File: src/sv/gsbp_pkg.sv
// shared types, codes and constants of the gif stream block parser
package gsbp_pkg;

   // request: one byte of the file
   typedef struct packed {
      logic [7:0] data_byte;
      logic       first_byte;
      logic       last_byte;
   } req_type;

   // result: one item per byte
   typedef struct packed {
      logic [3:0]  kind;
      logic [15:0] field_a;
      logic [15:0] field_b;
      logic [15:0] field_c;
      logic [15:0] field_d;
      logic [23:0] color;
      logic [7:0]  packed_flags;
      logic [7:0]  aux_a;
      logic [7:0]  aux_b;
      logic        is_89a;
      logic [1:0]  status;
   } rsp_type;

   // parse phases
   typedef enum logic [4:0] {
      PH_SIG     = 5'd0,
      PH_SCREEN  = 5'd1,
      PH_GCT     = 5'd2,
      PH_BLOCK   = 5'd3,
      PH_IDESC   = 5'd4,
      PH_LCT     = 5'd5,
      PH_CODESZ  = 5'd6,
      PH_DSIZE   = 5'd7,
      PH_DATA    = 5'd8,
      PH_LABEL   = 5'd9,
      PH_GCE     = 5'd10,
      PH_PTSIZE  = 5'd11,
      PH_APPSIZE = 5'd12,
      PH_HDRSKIP = 5'd13,
      PH_SUBSIZE = 5'd14,
      PH_SUBSKIP = 5'd15,
      PH_FIN     = 5'd16,
      PH_ERR     = 5'd17,
      PH_TRUNC   = 5'd18
   } phase_type;

   // result kinds
   localparam logic [3:0] KIND_NONE      = 4'd0;
   localparam logic [3:0] KIND_SCREEN    = 4'd1;
   localparam logic [3:0] KIND_GLOBAL    = 4'd2;
   localparam logic [3:0] KIND_IMAGE     = 4'd3;
   localparam logic [3:0] KIND_CODE_SIZE = 4'd4;
   localparam logic [3:0] KIND_DATA      = 4'd5;
   localparam logic [3:0] KIND_IMAGE_END = 4'd6;
   localparam logic [3:0] KIND_GRAPHIC   = 4'd7;
   localparam logic [3:0] KIND_LOCAL     = 4'd8;

   // status codes
   localparam logic [1:0] ST_RUNNING  = 2'd0;
   localparam logic [1:0] ST_FINISHED = 2'd1;
   localparam logic [1:0] ST_FORMAT   = 2'd2;
   localparam logic [1:0] ST_TRUNC    = 2'd3;

   // block separators and extension labels
   localparam logic [7:0] SEP_IMAGE     = 8'h2C;
   localparam logic [7:0] SEP_EXT       = 8'h21;
   localparam logic [7:0] SEP_TRAILER   = 8'h3B;
   localparam logic [7:0] LBL_GRAPHIC   = 8'hF9;
   localparam logic [7:0] LBL_COMMENT   = 8'hFE;
   localparam logic [7:0] LBL_PLAINTEXT = 8'h01;
   localparam logic [7:0] LBL_APP       = 8'hFF;

   // fixed block sizes
   localparam logic [7:0] SIZE_GRAPHIC   = 8'd4;
   localparam logic [7:0] SIZE_PLAINTEXT = 8'd12;
   localparam logic [7:0] SIZE_APP       = 8'd11;

   // number of bytes kept from a descriptor
   localparam int FIELD_DEPTH = 9;

endpackage

File: src/sv/gsbp_in_stage.sv
// input register of the gif stream block parser
module gsbp_in_stage (
   input  logic             clock,
   input  logic             reset,
   input  logic             req_valid,
   output logic             req_stall,
   input  gsbp_pkg::req_type req_data,
   input  logic             advance,
   output logic             item_valid,
   output gsbp_pkg::req_type item
);
   import gsbp_pkg::*;

   logic    valid_ff, valid_in;
   req_type item_ff;

   // hold while the held request cannot move on
   assign req_stall = valid_ff & ~advance;
   assign valid_in  = req_stall ? valid_ff : req_valid;

   // control register
   always_ff @(posedge clock) begin
      if (reset) begin
         valid_ff <= 1'b0;
      end else begin
         valid_ff <= valid_in;
      end
   end

   // payload register
   always_ff @(posedge clock) begin
      if (!req_stall) begin
         item_ff <= req_data;
      end
   end

   assign item_valid = valid_ff;
   assign item       = item_ff;

endmodule

File: src/sv/gsbp_parser.sv
// parse state and the per-byte decode of the gif block structure
module gsbp_parser (
   input  logic              clock,
   input  logic              reset,
   input  logic              advance,
   input  gsbp_pkg::req_type item,
   output gsbp_pkg::rsp_type result
);
   import gsbp_pkg::*;

   localparam int FbIdxW = $clog2(FIELD_DEPTH);

   phase_type   phase_ff, phase_in;
   logic [3:0]  pos_ff, pos_in;
   logic [8:0]  entry_ff, entry_in;
   logic [8:0]  table_ff, table_in;
   logic [7:0]  left_ff, left_in;
   logic [15:0] rgb_ff, rgb_in;
   logic        ver_ff, ver_in;
   logic [7:0]  fb_ff [FIELD_DEPTH];

   // state seen by this byte, after an optional restart
   phase_type   cur_phase;
   logic [3:0]  cur_pos;
   logic [8:0]  cur_entry;
   logic [8:0]  cur_table;
   logic [7:0]  cur_left;
   logic [15:0] cur_rgb;
   logic        cur_ver;

   logic              fb_we;
   logic [FbIdxW-1:0] fb_idx;
   logic [7:0]        b;
   logic [8:0]        entry_inc;
   logic [7:0]        left_dec;
   logic [7:0]        sig_char;

   assign b = item.data_byte;

   always_comb begin
      if (item.first_byte) begin
         cur_phase = PH_SIG;
         cur_pos   = '0;
         cur_entry = '0;
         cur_table = '0;
         cur_left  = '0;
         cur_rgb   = '0;
         cur_ver   = 1'b0;
      end else begin
         cur_phase = phase_ff;
         cur_pos   = pos_ff;
         cur_entry = entry_ff;
         cur_table = table_ff;
         cur_left  = left_ff;
         cur_rgb   = rgb_ff;
         cur_ver   = ver_ff;
      end
   end

   // expected signature character, with 87a at the version position
   always_comb begin
      case (cur_pos)
         4'd0:    sig_char = 8'h47;
         4'd1:    sig_char = 8'h49;
         4'd2:    sig_char = 8'h46;
         4'd3:    sig_char = 8'h38;
         4'd4:    sig_char = 8'h37;
         4'd5:    sig_char = 8'h61;
         default: sig_char = 8'h00;
      endcase
   end

   assign entry_inc = cur_entry + 9'd1;
   assign left_dec  = cur_left - 8'd1;

   // next state and result of one byte
   always_comb begin
      phase_in = cur_phase;
      pos_in   = cur_pos;
      entry_in = cur_entry;
      table_in = cur_table;
      left_in  = cur_left;
      rgb_in   = cur_rgb;
      ver_in   = cur_ver;
      fb_we    = 1'b0;
      fb_idx   = '0;
      result   = '0;

      case (cur_phase)
         PH_SIG: begin
            if (cur_pos == 4'd4 && b == 8'h39) begin
               ver_in = 1'b1;
               pos_in = cur_pos + 4'd1;
            end else if (cur_pos > 4'd5 || b != sig_char) begin
               phase_in = PH_ERR;
            end else begin
               pos_in = cur_pos + 4'd1;
            end
            if (phase_in != PH_ERR && cur_pos == 4'd5) begin
               pos_in   = '0;
               phase_in = PH_SCREEN;
            end
         end
         PH_SCREEN: begin
            fb_we  = 1'b1;
            fb_idx = FbIdxW'(cur_pos[2:0]);
            if (cur_pos < 4'd6) begin
               pos_in = cur_pos + 4'd1;
            end else begin
               result.kind         = KIND_SCREEN;
               result.field_a      = {fb_ff[1], fb_ff[0]};
               result.field_b      = {fb_ff[3], fb_ff[2]};
               result.packed_flags = fb_ff[4];
               result.aux_a        = fb_ff[5];
               result.aux_b        = b;
               pos_in   = '0;
               entry_in = '0;
               if (fb_ff[4][7]) begin
                  table_in = 9'd2 << fb_ff[4][2:0];
                  phase_in = PH_GCT;
               end else begin
                  table_in = '0;
                  phase_in = PH_BLOCK;
               end
            end
         end
         PH_GCT, PH_LCT: begin
            if (cur_pos == 4'd0) begin
               rgb_in = {b, 8'h00};
               pos_in = 4'd1;
            end else if (cur_pos == 4'd1) begin
               rgb_in = {cur_rgb[15:8], b};
               pos_in = 4'd2;
            end else begin
               result.kind    = (cur_phase == PH_GCT) ? KIND_GLOBAL : KIND_LOCAL;
               result.field_a = {7'd0, cur_entry};
               result.color   = {cur_rgb, b};
               pos_in   = '0;
               entry_in = entry_inc;
               if (entry_inc >= cur_table) begin
                  phase_in = (cur_phase == PH_GCT) ? PH_BLOCK : PH_CODESZ;
               end
            end
         end
         PH_BLOCK: begin
            pos_in = '0;
            if (b == SEP_IMAGE) begin
               phase_in = PH_IDESC;
            end else if (b == SEP_EXT) begin
               phase_in = PH_LABEL;
            end else if (b == SEP_TRAILER && item.last_byte) begin
               phase_in = PH_FIN;
            end else begin
               phase_in = PH_ERR;
            end
         end
         PH_IDESC: begin
            fb_we  = 1'b1;
            fb_idx = (cur_pos < 4'd9) ? FbIdxW'(cur_pos) : FbIdxW'(8);
            if (cur_pos < 4'd8) begin
               pos_in = cur_pos + 4'd1;
            end else begin
               result.kind         = KIND_IMAGE;
               result.field_a      = {fb_ff[1], fb_ff[0]};
               result.field_b      = {fb_ff[3], fb_ff[2]};
               result.field_c      = {fb_ff[5], fb_ff[4]};
               result.field_d      = {fb_ff[7], fb_ff[6]};
               result.packed_flags = b;
               pos_in   = '0;
               entry_in = '0;
               if (b[7]) begin
                  table_in = 9'd2 << b[2:0];
                  phase_in = PH_LCT;
               end else begin
                  table_in = '0;
                  phase_in = PH_CODESZ;
               end
            end
         end
         PH_CODESZ: begin
            result.kind    = KIND_CODE_SIZE;
            result.field_a = {8'd0, b};
            phase_in       = PH_DSIZE;
         end
         PH_DSIZE: begin
            if (b == 8'd0) begin
               result.kind = KIND_IMAGE_END;
               phase_in    = PH_BLOCK;
            end else begin
               left_in  = b;
               phase_in = PH_DATA;
            end
         end
         PH_DATA: begin
            result.kind    = KIND_DATA;
            result.field_a = {8'd0, b};
            left_in        = left_dec;
            if (left_dec == 8'd0) begin
               phase_in = PH_DSIZE;
            end
         end
         PH_LABEL: begin
            pos_in = '0;
            if (b == LBL_GRAPHIC) begin
               phase_in = PH_GCE;
            end else if (b == LBL_COMMENT) begin
               phase_in = PH_SUBSIZE;
            end else if (b == LBL_PLAINTEXT) begin
               phase_in = PH_PTSIZE;
            end else if (b == LBL_APP) begin
               phase_in = PH_APPSIZE;
            end else begin
               phase_in = PH_ERR;
            end
         end
         PH_GCE: begin
            if (cur_pos == 4'd0 && b != SIZE_GRAPHIC) begin
               phase_in = PH_ERR;
            end else if (cur_pos < 4'd5) begin
               fb_we  = 1'b1;
               fb_idx = FbIdxW'(cur_pos);
               pos_in = cur_pos + 4'd1;
            end else if (b != 8'd0) begin
               phase_in = PH_ERR;
            end else begin
               result.kind         = KIND_GRAPHIC;
               result.field_a      = {fb_ff[3], fb_ff[2]};
               result.packed_flags = fb_ff[1];
               result.aux_a        = fb_ff[4];
               pos_in   = '0;
               phase_in = PH_BLOCK;
            end
         end
         PH_PTSIZE, PH_APPSIZE: begin
            if (b != ((cur_phase == PH_PTSIZE) ? SIZE_PLAINTEXT : SIZE_APP)) begin
               phase_in = PH_ERR;
            end else begin
               left_in  = b;
               phase_in = PH_HDRSKIP;
            end
         end
         PH_HDRSKIP, PH_SUBSKIP: begin
            left_in = left_dec;
            if (left_dec == 8'd0) begin
               phase_in = PH_SUBSIZE;
            end
         end
         PH_SUBSIZE: begin
            if (b == 8'd0) begin
               phase_in = PH_BLOCK;
            end else begin
               left_in  = b;
               phase_in = PH_SUBSKIP;
            end
         end
         default: begin
         end
      endcase

      // status, with truncation on a last byte mid-file
      if (phase_in == PH_FIN) begin
         result.status = ST_FINISHED;
      end else if (phase_in == PH_ERR) begin
         result.status = ST_FORMAT;
      end else if (phase_in == PH_TRUNC) begin
         result.status = ST_TRUNC;
      end else if (item.last_byte) begin
         phase_in      = PH_TRUNC;
         result.status = ST_TRUNC;
      end else begin
         result.status = ST_RUNNING;
      end
      result.is_89a = ver_in;
   end

   // parse state
   always_ff @(posedge clock) begin
      if (reset) begin
         phase_ff <= PH_SIG;
         pos_ff   <= '0;
         entry_ff <= '0;
         table_ff <= '0;
         left_ff  <= '0;
         rgb_ff   <= '0;
         ver_ff   <= 1'b0;
      end else if (advance) begin
         phase_ff <= phase_in;
         pos_ff   <= pos_in;
         entry_ff <= entry_in;
         table_ff <= table_in;
         left_ff  <= left_in;
         rgb_ff   <= rgb_in;
         ver_ff   <= ver_in;
      end
   end

   // descriptor byte store, always written before it is read
   always_ff @(posedge clock) begin
      if (advance && fb_we) begin
         fb_ff[fb_idx] <= b;
      end
   end

endmodule

File: src/sv/gsbp_rsp_stage.sv
// result register of the gif stream block parser
module gsbp_rsp_stage (
   input  logic              clock,
   input  logic              reset,
   input  logic              item_valid,
   input  gsbp_pkg::rsp_type result,
   output logic              advance,
   output logic              rsp_valid,
   input  logic              rsp_stall,
   output gsbp_pkg::rsp_type rsp_data
);
   import gsbp_pkg::*;

   logic    valid_ff, valid_in;
   rsp_type data_ff;

   // the held request moves on when the result register is free
   assign advance  = item_valid & (~valid_ff | ~rsp_stall);
   assign valid_in = advance | (valid_ff & rsp_stall);

   // control register
   always_ff @(posedge clock) begin
      if (reset) begin
         valid_ff <= 1'b0;
      end else begin
         valid_ff <= valid_in;
      end
   end

   // payload register
   always_ff @(posedge clock) begin
      if (advance) begin
         data_ff <= result;
      end
   end

   assign rsp_valid = valid_ff;
   assign rsp_data  = data_ff;

endmodule

File: src/sv/gif_stream_block_parser.sv
// top level of the gif stream block parser
//
//   channel  direction  ports                           moves
//   req      in         req_valid req_stall req_data    one file byte with first/last marks
//   rsp      out        rsp_valid rsp_stall rsp_data    one result per byte
//
// one byte per cycle while rsp_stall is low: a request goes through the input register,
// is decoded combinationally against the parse state and lands in the result register.
// an accepted request passes the input and result registers before its result is valid.
// reset clears the parse state and both valid flags; first_byte restarts a file.
// a stalled result holds the input register, which then stalls the request side.
module gif_stream_block_parser (
   input  logic              clock,
   input  logic              reset,
   input  logic              req_valid,
   output logic              req_stall,
   input  gsbp_pkg::req_type req_data,
   output logic              rsp_valid,
   input  logic              rsp_stall,
   output gsbp_pkg::rsp_type rsp_data
);
   import gsbp_pkg::*;

   logic    item_valid;
   logic    advance;
   req_type item;
   rsp_type result;

   // input register
   gsbp_in_stage u_in_stage (
      .clock      (clock),
      .reset      (reset),
      .req_valid  (req_valid),
      .req_stall  (req_stall),
      .req_data   (req_data),
      .advance    (advance),
      .item_valid (item_valid),
      .item       (item)
   );

   // decode and parse state
   gsbp_parser u_parser (
      .clock   (clock),
      .reset   (reset),
      .advance (advance),
      .item    (item),
      .result  (result)
   );

   // result register
   gsbp_rsp_stage u_rsp_stage (
      .clock      (clock),
      .reset      (reset),
      .item_valid (item_valid),
      .result     (result),
      .advance    (advance),
      .rsp_valid  (rsp_valid),
      .rsp_stall  (rsp_stall),
      .rsp_data   (rsp_data)
   );

endmodule

File: config.mk
export PLATFORM = sky130hd
export DESIGN_NAME = gif_stream_block_parser
export DESIGN_NICKNAME = d
export VERILOG_FILES = /design/src/sv/gsbp_pkg.sv /design/src/sv/gsbp_in_stage.sv /design/src/sv/gsbp_parser.sv /design/src/sv/gsbp_rsp_stage.sv /design/src/sv/gif_stream_block_parser.sv
export SDC_FILE = /design/constraint.sdc
export NUM_CORES = 1
export LEC_CHECK = 0
export ABC_AREA = 1
export ABC_CLOCK_PERIOD_IN_PS = 15400
export BUFFER_PORTS_ARGS = -buffer_cell sky130_fd_sc_hd__buf_2
export CAP_MARGIN = 20
export CELL_PAD_IN_SITES_DETAIL_PLACEMENT = 1
export CELL_PAD_IN_SITES_GLOBAL_PLACEMENT = 2
export CORE_MARGIN = 2
export CORE_UTILIZATION = 35
export DETAILED_ROUTE_END_ITERATION = 10
export GPL_ROUTABILITY_DRIVEN = 0
export PLACE_DENSITY_LB_ADDON = 0.12
export SYNTH_ARGS = -nofsm -noshare
export SYNTH_HDL_FRONTEND = slang
export SYNTH_SLANG_ARGS = --single-unit
File: constraint.sdc
create_clock -name clock -period 15.4 [get_ports clock]
set_clock_uncertainty 0.05 [all_clocks]
set_input_delay 0 -clock clock [delete_from_list [all_inputs] [get_ports clock]]
set_output_delay 0 -clock clock [all_outputs]
set_load 0.03 [all_outputs]
==> results.py, run 1 <==
metrics = {
    "drt": {
        "antenna_left": 0,
        "routedWlPerCell_microns": 20.7,
        "vias_per_cell": 5.16,
        "drt-pass1-iter-count": 5,
        "drtIter0Drc": 657,
        "wl_mm": 38.8,
        "post-route-drc-count": 0,
        "vias": 9661,
    },
    "die": {
        "fp.dieW_microns": 186,
        "initial_core_util": 0.356,
        "rows": 66,
        "core_sq_um": 32700,
        "ios": 135,
        "die_y_microns": 186,
        "die_area_sq_um": 34800,
    },
    "clock_tree": {
        "cts_buffers": 27,
        "cts-root-buf": "clkbuf_16",
        "clock_latency_ns": 0.56,
        "clock_path_buffers": 3,
        "cts_tree": "done",
        "hold_buffers": 15,
        "post-cts-setup-buffers": 0,
        "h-tree-depth": 1,
        "post_cts_resized": 0,
        "clk_pin_slew_ns": 0.06,
        "cts.sinks": 247,
    },
    "finish": {
        "drive_gt1_frac": 0.155,
        "regArea_sq_um": 6880,
        "fillers": 3821,
        "multi_input_area_sq_um": 3900,
        "fin_area_sq_um": 13800,
        "nets": 1435,
        "syn_to_final_growth_pct": 18.4,
    },
    "logic_synthesis": {
        "syn_avg_cell_area_sq_um": 9.26,
        "syn_nets": 1287,
        "ys_types": 47,
        "ys_ff_latch": 247,
        "yosysTopAreaCell": "edfxtp_1",
        "ys_async_sr_fraction": 0,
        "synth_area_leaders": "edfxtp_1, dfxtp_1, nand2_1",
        "synthMuxAreaShare": 0,
        "synth_flop_cell": "edfxtp_1",
        "synth_cells": 1259,
        "yosys.area_share.simple": 0.202,
        "synth_compound_area_frac": 0.111,
        "synthAdderAreaFrac": 0.0150,
        "seq_area_frac_synth": 0.590,
        "synth_top_family_by_area": "simple AND/OR/NAND/NOR gates",
        "synth-xor-area-share": 0.00601,
        "synth_top_area_frac": 0.497,
        "ys_warn_count": 0,
        "synth-edff-count": 193,
        "syn_area_sq_um": 11700,
    },
    "power": {
        "power_frac_clock": 0.407,
        "combPwrFrac": 0.100,
        "ir_drop_v": 0.0000833,
        "p_per_area_nw_per_um2": 111,
        "leakagePower_nw": 5.88,
        "swShare": 0.260,
        "p_switching_mw": 0.398,
        "internal_power_mw": 1.13,
        "p_seq_frac": 0.493,
    },
    "worst_setup_path": {
        "worstPathRequired_ns": 15.75,
        "slowest_delay_ns": 0.88,
        "crit_chain": "inv_2 > buf_4 > nand2_1 > nor2_1 > inv_2 > nor2_1 > nor2_2 > nor2_2 > clkinv_1 > o21ai_0 > a21oi_1 > o21ai_1",
        "cp-end-kind": "register",
        "r2r_cells": 12,
        "r2r_setup_slack_ns": 10.54,
        "crit_path_top_delay_cell": "clkinv_1",
        "critical_path_class": "reg2reg",
        "crit_fanout": 33,
        "cp-start-kind": "register",
        "reg2reg_from": "u_in_stage.item[1]$_DFFE_PN_",
        "arrival_ns": 5.21,
        "crit_end": "u_rsp_stage.rsp_data[103]$_DFFE_PP_",
        "rr_endpoint": "u_rsp_stage.rsp_data[103]$_DFFE_PP_",
        "cp-startpoint": "u_in_stage.item[1]$_DFFE_PN_",
    },
    "global_routing": {
        "use_met3": 0.0320,
        "grt.met1_usage": 0.316,
        "grt_pass1_wl_mm": 59.3,
        "grt.total_usage": 0.221,
        "grt_pass1_vias": 9752,
        "antenna_found_initial": 1,
        "gr-max-usage-layer": "met2",
        "overflow": 0,
        "grt_max_degree": 102,
        "grt.met2_usage": 0.358,
    },
    "sta": {
        "finalCriticalPeriod_ns": 4.86,
        "worst_pin_slew_ns": 0.988,
        "fmax_ghz": 0.206,
        "timing.final.crit_share": 0.316,
        "tns_ns": 0,
        "slew_viol_final": 0,
        "setup_viol": 0,
        "hold_viol": 0,
        "rsz0062_at_grt": "no",
        "max_slew_margin": 0.341,
    },
    "placed_design": {
        "hpwl_mm": 27.3,
        "placed_cell_area_sq_um": 12800,
        "port_buffers": 134,
    },
    "run": {
        "max_cap_violations": 0,
    },
    "outcome": {
        "status": "completed",
    },
    "worst_hold_path": {
        "hold_path.class": "in2reg",
    },
}
## how the worst min path moves through the flow
stage / startpoint / slack (ns) / end / cells past startpoint
6_report: req_data[8] / 0.10 / u_in_stage.item[8]$_DFFE_PN_ / 2
5_1_grt: req_data[6] / 0.10 / u_in_stage.item[6]$_DFFE_PN_ / 2
4_1_cts: req_data[1] / 0.08 / u_in_stage.item[1]$_DFFE_PN_ / 2
3_5_place_dp: req_data[6] / 0.13 / u_in_stage.item[6]$_DFFE_PN_ / 1
3_3_place_gp: req_data[1] / 0.13 / u_in_stage.item[1]$_DFFE_PN_ / 1
2_1_floorplan: req_data[0] / 0.05 / u_in_stage.item[0]$_DFFE_PN_ / 0
## per-stage QoR
stage               total power, mW  worst slack (ns)  instances  utilization  hold WS [ns]
floorplan                     0.866             10.31       1259            -        0.0489
finish                         1.53             10.54       1871        0.422         0.100
CTS                            1.55             10.57       1870        0.422        0.0761
global placement              0.916             10.66       1805        0.391         0.126
detailed placement            0.918             10.60       1805        0.391         0.129
global route                   1.58             10.14       1870        0.422         0.104
## routing by layer
metal / share of wire / wire (microns)
met3: 0.050 / 1950
met4: 0.015 / 576
met5: 0 / 0
met2: 0.46 / 18000
met1: 0.47 / 18300
## placed cells by master, fill, tap and decap left out, types with 6 or more instances in the layout
master,count
buf_2,134
nand2_1,244
o21ai_0,54
a21oi_1,37
o22ai_1,14
dfxtp_1,54
o21ai_1,6
a31oi_1,19
o221ai_1,16
nand2_2,7
xor2_1,6
nand4_1,16
clkinv_1,11
inv_1,168
a221oi_1,11
o2111ai_1,7
dlygate4sd3_1,15
inv_2,9
nor3_1,10
nand3_1,78
o211ai_1,22
buf_4,15
edfxtp_1,193
clkbuf_16,27
ha_1,14
nor2_1,184
## sequential cells by signal, indices dropped and copies added, names as in the netlist
signal                 flops
u_parser.entry_ff          9
u_rsp_stage.rsp_valid      1
u_parser.table_ff          9
u_parser.ver_ff            1
u_in_stage.item_valid      1
u_parser.fb_ff            64
u_parser.pos_ff            4
u_in_stage.item           10
u_parser.rgb_ff           16
u_parser.phase_ff          5
u_rsp_stage.rsp_data     119
u_parser.left_ff           8
## critical path, delay by kind of cell (launching register included)
family | cells | cell delay [ns]
buffers and inverters | 4 | 2.08
and+or+nand+nor | 5 | 1.29
DFF | 1 | 0.67
AOI/OAI and AO/OA | 3 | 0.57
## cells in the mapped netlist (5+ instances only)
| cell type | count |
|---|---|
| nand2_1 | 244 |
| edfxtp_1 | 193 |
| nor2_1 | 184 |
| inv_1 | 169 |
| nand3_1 | 78 |
| dfxtp_1 | 54 |
| o21ai_0 | 54 |
| a21oi_1 | 37 |
| clkbuf_1 | 34 |
| o211ai_1 | 22 |
| a31oi_1 | 19 |
| nand4_1 | 16 |
| o221ai_1 | 16 |
| ha_1 | 14 |
| o22ai_1 | 14 |
| a221oi_1 | 11 |
| nor3_1 | 10 |
| inv_2 | 9 |
| nand2_2 | 7 |
| o2111ai_1 | 7 |
| buf_2 | 6 |
| o21ai_1 | 6 |
| xor2_1 | 6 |
| clkinv_1 | 5 |
| nor2_2 | 5 |
## cell type report
cell class,instances,share of cell area
clock buffer,34,0.0523
sequential,247,0.498
timing repair buffer,164,0.0677
clock inverter,16,0.00880
inverter,183,0.0501
antenna,1,0.000181
multi-input combinational,784,0.282
tap,442,0.0401
## cells by family after synthesis
| family | count (synthesis) |
|---|---|
| compound gates | 204 |
| flops | 247 |
| buf+inv | 228 |
| xor+xnor | 8 |
| fa+ha+maj | 14 |
| simple gates | 558 |
## power groups by stage
stage	registers [mW]	clock network (mW)	logic, mW
6_report	0.753	0.623	0.153
5_1_grt	0.756	0.661	0.168
4_1_cts	0.754	0.639	0.154
3_5_place_dp	0.768	0	0.151
3_3_place_gp	0.767	0	0.149
2_1_floorplan	0.794	0	0.0721
No activity file was read; power rests on OpenSTA's default activity.
==> inputs of run 2 (changes only) <==
--- a/config.mk
+++ b/config.mk
@@ -6,7 +6,7 @@
 export NUM_CORES = 1
 export LEC_CHECK = 0
 export ABC_AREA = 1
-export ABC_CLOCK_PERIOD_IN_PS = 15400
+export ABC_CLOCK_PERIOD_IN_PS = 4500
 export BUFFER_PORTS_ARGS = -buffer_cell sky130_fd_sc_hd__buf_2
 export CAP_MARGIN = 20
 export CELL_PAD_IN_SITES_DETAIL_PLACEMENT = 1
==> constraint.sdc (replaced) <==
create_clock -name clock -period 4.5 [get_ports clock]
set_clock_uncertainty 0.05 [all_clocks]
set_input_delay 0 -clock clock [delete_from_list [all_inputs] [get_ports clock]]
set_output_delay 0 -clock clock [all_outputs]
set_load 0.03 [all_outputs]
==> run 2 against run 1 <==
- routed wire length up 2.1%
- clock power rose to 3.6 times the previous value
- hold slack lost 0.0017 ns
- sequential power grew to 3.4 times the previous value
- largest cell class unchanged
- cell count up 1.3%
- sequential cell count is the same
- largest power group unchanged
- combinational power rose to 3.5 times the previous value
- critical path type unchanged
==> results.py, run 2 (synthesized netlist as in run 1, its figures left out) <==
metrics = {
    "clock_tree": {
        "cts_tree": "done",
        "cts-root-buf": "clkbuf_16",
        "clock_latency_ns": 0.57,
        "post_cts_resized": 0,
        "h-tree-depth": 1,
        "cts.sinks": 247,
        "cts_buffers": 28,
        "clock_path_buffers": 3,
        "clk_pin_slew_ns": 0.06,
    },
    "run": {
        "max_cap_violations": 0,
    },
    "worst_setup_path": {
        "arrival_ns": 4.19,
        "cp-start-kind": "register",
        "cp-end-kind": "register",
        "worstPathRequired_ns": 4.77,
        "slowest_delay_ns": 0.64,
        "crit_path_top_delay_cell": "edfxtp_1",
        "crit_chain": "nor2_1 > ha_1 > nand3_1 > nor2_1 > nand4_1 > xor2_1 > inv_1 > ha_1 > a21oi_1 > o21a_1 > nand4_1 > nand2_1 > nand2_1 > nand2_1 > nand3_1 > nand2_1 > nand4_2 > or2_1 > nand2_1 > inv_1",
        "crit_path_frequent_cell": "nand2_1",
        "crit_fanout": 14,
        "critical_path_class": "reg2reg",
    },
    "drt": {
        "wl_met2_mm": 17.8,
        "wl_mm": 39.6,
        "antenna_left": 0,
        "vias_per_cell": 5.17,
        "post-route-drc-count": 0,
        "drtIter0Drc": 803,
        "wirelength_met1_mm": 18.6,
        "drt-pass1-iter-count": 7,
        "vias": 9806,
        "routed.top_layer": "met4",
        "wl_met3_mm": 2.08,
        "routedWlPerCell_microns": 20.9,
    },
    "die": {
        "initial_core_util": 0.356,
        "core_sq_um": 32700,
        "rows": 66,
        "die_area_sq_um": 34800,
        "fp.dieW_microns": 186,
        "die_y_microns": 186,
        "ios": 135,
    },
    "finish": {
        "nets": 1459,
        "n_antenna_cell": 0,
        "layout_commonest_cell": "nand2_1",
        "final_util": 0.429,
        "syn_to_final_growth_pct": 20.4,
        "final_cells": 1895,
        "largest_reg_flops": 119,
        "drive_gt1_frac": 0.171,
        "most-common-layout-cells": "nand2_1, edfxtp_1, nor2_1",
    },
    "worst_hold_path": {
        "hold_path.class": "in2reg",
    },
    "power": {
        "p_per_area_nw_per_um2": 383,
        "ir_drop_v": 0.000308,
        "leakagePower_nw": 6.02,
    },
    "sta": {
        "max_slew_margin": 0.310,
        "worst_slack_ns": 0.589,
        "rsz0062_at_grt": "no",
        "fmax_ghz": 0.256,
        "slew_viol_final": 0,
        "hold_viol": 0,
        "finalCriticalPeriod_ns": 3.91,
        "tns_ns": 0,
        "timing.final.crit_share": 0.869,
        "setup_viol": 0,
        "worst_pin_slew_ns": 1.03,
    },
    "placed_design": {
        "hpwl_mm": 28.8,
        "dp.cells": 1828,
        "dp_slack_ns": 0.594,
        "port_buffers": 134,
    },
    "global_routing": {
        "grt_max_degree": 120,
        "overflow": 0,
        "grt.total_usage": 0.224,
        "grt_pass1_vias": 9888,
        "grt_pass1_wl_mm": 60.4,
        "antenna_found_initial": 0,
    },
    "outcome": {
        "status": "completed",
    },
}
## run 2: cell count changes in the layout (fill, tap and decap cells not counted), moves of 2 or more
cell	delta
clkinvlp_4	+2
buf_4	+23
clkbuf_8	-2
clkbuf_1	-2
## run 2: path summary, 6_finish.rpt
kind	start	to	slack [ns]	cells past startpoint
hold reg to reg	u_parser.entry_ff[2]$_SDFFE_PP0P_	u_parser.entry_ff[2]$_SDFFE_PP0P_	0.42	2
setup reg to reg	u_in_stage.item[1]$_DFFE_PN_	u_rsp_stage.rsp_data[1]$_SDFFCE_PP0P_	0.59	20
hold / removal	req_data[5]	u_in_stage.item[5]$_DFFE_PN_	0.1	2
setup / recovery	u_in_stage.item[1]$_DFFE_PN_	u_rsp_stage.rsp_data[1]$_SDFFCE_PP0P_	0.59	20
## run 2: per-layer routing
metal	up-vias	GRT usage
li1	4642	-
met1	4827	0.325
met2	272	0.350
met3	65	0.0303
met4	0	0.0668
met5	-	0
## run 2: critical path, delay by kind of cell (launching register included)
family | cells | cell delay [ns]
buffers and inverters | 2 | 0.10
XOR/XNOR | 1 | 0.15
AO/OA/AOI/OAI | 2 | 0.28
AND/OR/NAND/NOR | 13 | 1.88
flip-flops | 1 | 0.64
adder cells (fa/ha/maj) | 2 | 0.57
## run 2: final cells by class
| cell class | instances | area (sq um) |
|---|---|---|
| Tap cell | 442 | 553 |
| Clock buffer | 31 | 712 |
| Timing Repair Buffer | 187 | 1110 |
| Sequential cell | 247 | 6880 |
| Inverter | 183 | 692 |
| Fill cell | 3864 | 18700 |
| Multi-Input combinational cell | 784 | 3900 |
| Clock inverter | 21 | 194 |
## run 2: metrics by stage
step                power [mW]  area, sq um  hold slack [ns]
floorplan                 2.96        11700           0.0489
global route              5.56        14000           0.0964
detailed placement        3.15        13000            0.129
global placement          3.15        13000            0.127
finish                    5.37        14000           0.0987
CTS                       5.42        14000           0.0797
## run 2: timing repair
item,in CTS,in global routing
hold buffers,15,0
buffers inserted,0,0
endpoints found under the setup margin,0,0
hold endpoints to repair,28,0
## run 2: power breakdown
group	switching [mW]	leakage, nW	internal, mW
Sequential	0.0495	2.26	2.54
Combinational	0.390	3.33	0.142
Clock	0.984	0.431	1.27
==> inputs of run 3 (changes only) <==
--- a/config.mk
+++ b/config.mk
@@ -6,7 +6,7 @@
 export NUM_CORES = 1
 export LEC_CHECK = 0
 export ABC_AREA = 1
-export ABC_CLOCK_PERIOD_IN_PS = 4500
+export ABC_CLOCK_PERIOD_IN_PS = 5000
 export BUFFER_PORTS_ARGS = -buffer_cell sky130_fd_sc_hd__buf_2
 export CAP_MARGIN = 20
 export CELL_PAD_IN_SITES_DETAIL_PLACEMENT = 1
==> constraint.sdc (replaced) <==
create_clock -name clock -period 5 [get_ports clock]
set_clock_uncertainty 0.05 [all_clocks]
set_input_delay 0 -clock clock [delete_from_list [all_inputs] [get_ports clock]]
set_output_delay 0 -clock clock [all_outputs]
set_load 0.03 [all_outputs]
==> run 3 against run 2 <==
- core utilization about the same
- non-clock buffer count decreased by 10
- register-to-register slack improved by 0.34 ns
- clock-buffer cell count increased by 6
- sequential cell count unchanged
- critical path type unchanged
==> results.py, run 3 (synthesized netlist as in run 1, its figures left out) <==
metrics = {
    "worst_setup_path": {
        "worstPathRequired_ns": 5.25,
        "arrival_ns": 4.33,
        "r2r_setup_slack_ns": 0.92,
        "cp-start-kind": "register",
        "crit_fanout": 14,
        "cp-end-kind": "register",
        "critical_path_class": "reg2reg",
    },
    "sta": {
        "hold_viol": 0,
        "fmax_ghz": 0.245,
        "hold_ws_ns": 0.0836,
        "finalCriticalPeriod_ns": 4.08,
        "rsz0062_at_grt": "no",
        "tns_ns": 0,
        "slew_viol_final": 0,
        "worst_pin_slew_ns": 0.905,
        "setup_viol": 0,
        "max_slew_margin": 0.394,
        "timing.final.crit_share": 0.815,
    },
    "clock_tree": {
        "cts.sinks": 247,
        "cts_buffers": 28,
        "clock_latency_ns": 0.58,
        "post_cts_resized": 0,
        "post-cts-setup-buffers": 0,
        "h-tree-depth": 1,
        "cts_tree": "done",
        "clock_path_buffers": 3,
        "cts-root-buf": "clkbuf_16",
        "clk_pin_slew_ns": 0.06,
    },
    "placed_design": {
        "hpwl_mm": 28.4,
        "port_buffers": 134,
        "placed_cell_area_sq_um": 12900,
    },
    "finish": {
        "syn_to_final_growth_pct": 20.3,
        "nets": 1449,
        "final_util": 0.429,
        "layout_commonest_cell": "nand2_1",
        "fin_area_sq_um": 14000,
        "n_antenna_cell": 0,
        "largest_reg_flops": 119,
        "drive_gt1_frac": 0.167,
        "most-common-layout-cells": "nand2_1, edfxtp_1, nor2_1",
    },
    "drt": {
        "antenna_left": 0,
        "drt-pass1-iter-count": 4,
        "wl_mm": 39.3,
        "drtIter0Drc": 648,
        "vias": 9749,
        "post-route-drc-count": 0,
        "routedWlPerCell_microns": 20.8,
        "vias_per_cell": 5.17,
    },
    "power": {
        "p_per_area_nw_per_um2": 350,
        "leakagePower_nw": 6.00,
        "ir_drop_v": 0.000307,
    },
    "die": {
        "core_sq_um": 32700,
        "die_y_microns": 186,
        "ios": 135,
        "rows": 66,
        "initial_core_util": 0.356,
        "fp.dieW_microns": 186,
        "die_area_sq_um": 34800,
    },
    "global_routing": {
        "antenna_found_initial": 1,
        "grt_max_degree": 77,
        "grt_pass1_wl_mm": 59.4,
        "overflow": 0,
        "grt.total_usage": 0.220,
        "grt_pass1_vias": 9778,
    },
    "worst_hold_path": {
        "hold_path.class": "in2reg",
    },
    "run": {
        "max_cap_violations": 0,
    },
    "outcome": {
        "status": "completed",
    },
}
## run 3: worst max-delay path, cell delays in order (launching register included)
cell      delay (ns)
edfxtp_1        0.65
nor2_1          0.39
ha_1            0.25
nand3_1         0.13
nor2_1          0.23
nand2_1         0.11
xnor2_1         0.26
ha_1            0.31
a21oi_1         0.16
o21a_1          0.12
nand4_1         0.21
nand2_1         0.15
nand2_1         0.06
nand2_1         0.06
nand3_1         0.08
nand2_1         0.10
nand4_2         0.13
or2_1           0.25
nand2_1         0.07
inv_1           0.04
## run 3: final timing paths
kind                                     startpoint                                    end  cells after the start
setup / recovery       u_in_stage.item[1]$_DFFE_PN_  u_rsp_stage.rsp_data[1]$_SDFFCE_PP0P_                     19
hold reg to reg   u_parser.entry_ff[7]$_SDFFE_PP0P_      u_parser.entry_ff[7]$_SDFFE_PP0P_                      2
hold / removal                          req_data[7]           u_in_stage.item[7]$_DFFE_PN_                      2
setup reg to reg       u_in_stage.item[1]$_DFFE_PN_  u_rsp_stage.rsp_data[1]$_SDFFCE_PP0P_                     19
## run 3: final cells by class
class	instances	area [sq um]
Clock inverter	15	161
Sequential cell	247	6880
Multi-Input combinational cell	784	3900
Tap cell	442	553
Fill cell	3856	18700
Inverter	183	692
Clock buffer	37	795
Timing Repair Buffer	177	1040
## run 3: stage by stage
stage | power [mW] | instances | setup slack (ns)
floorplan | 2.66 | 1259 | 1.64
global placement | 2.83 | 1818 | 1.12
detailed placement | 2.84 | 1818 | 0.965
CTS | 4.96 | 1885 | 0.959
global route | 5.08 | 1885 | 0.624
finish | 4.91 | 1885 | 0.924
## run 3: report_power, final
group	internal (mW)	total (mW)	switching [mW]
Combinational	0.128	0.475	0.347
Sequential	2.28	2.33	0.0464
Clock	1.23	2.10	0.876
Total	3.64	4.91	1.27
## run 3: repair_timing
action	4_1_cts	5_1_grt
hold buffers	15	0
endpoints found under the setup margin	0	0
endpoints found under the hold margin	28	0
## run 3: metal layers
layer  GRT usage  up-vias  part of all wire
li1            -     4620                 -
met3      0.0305       54             0.049
met2       0.359      272              0.46
met1       0.309     4803              0.47
met4      0.0549        0             0.022
met5           0        -                 0
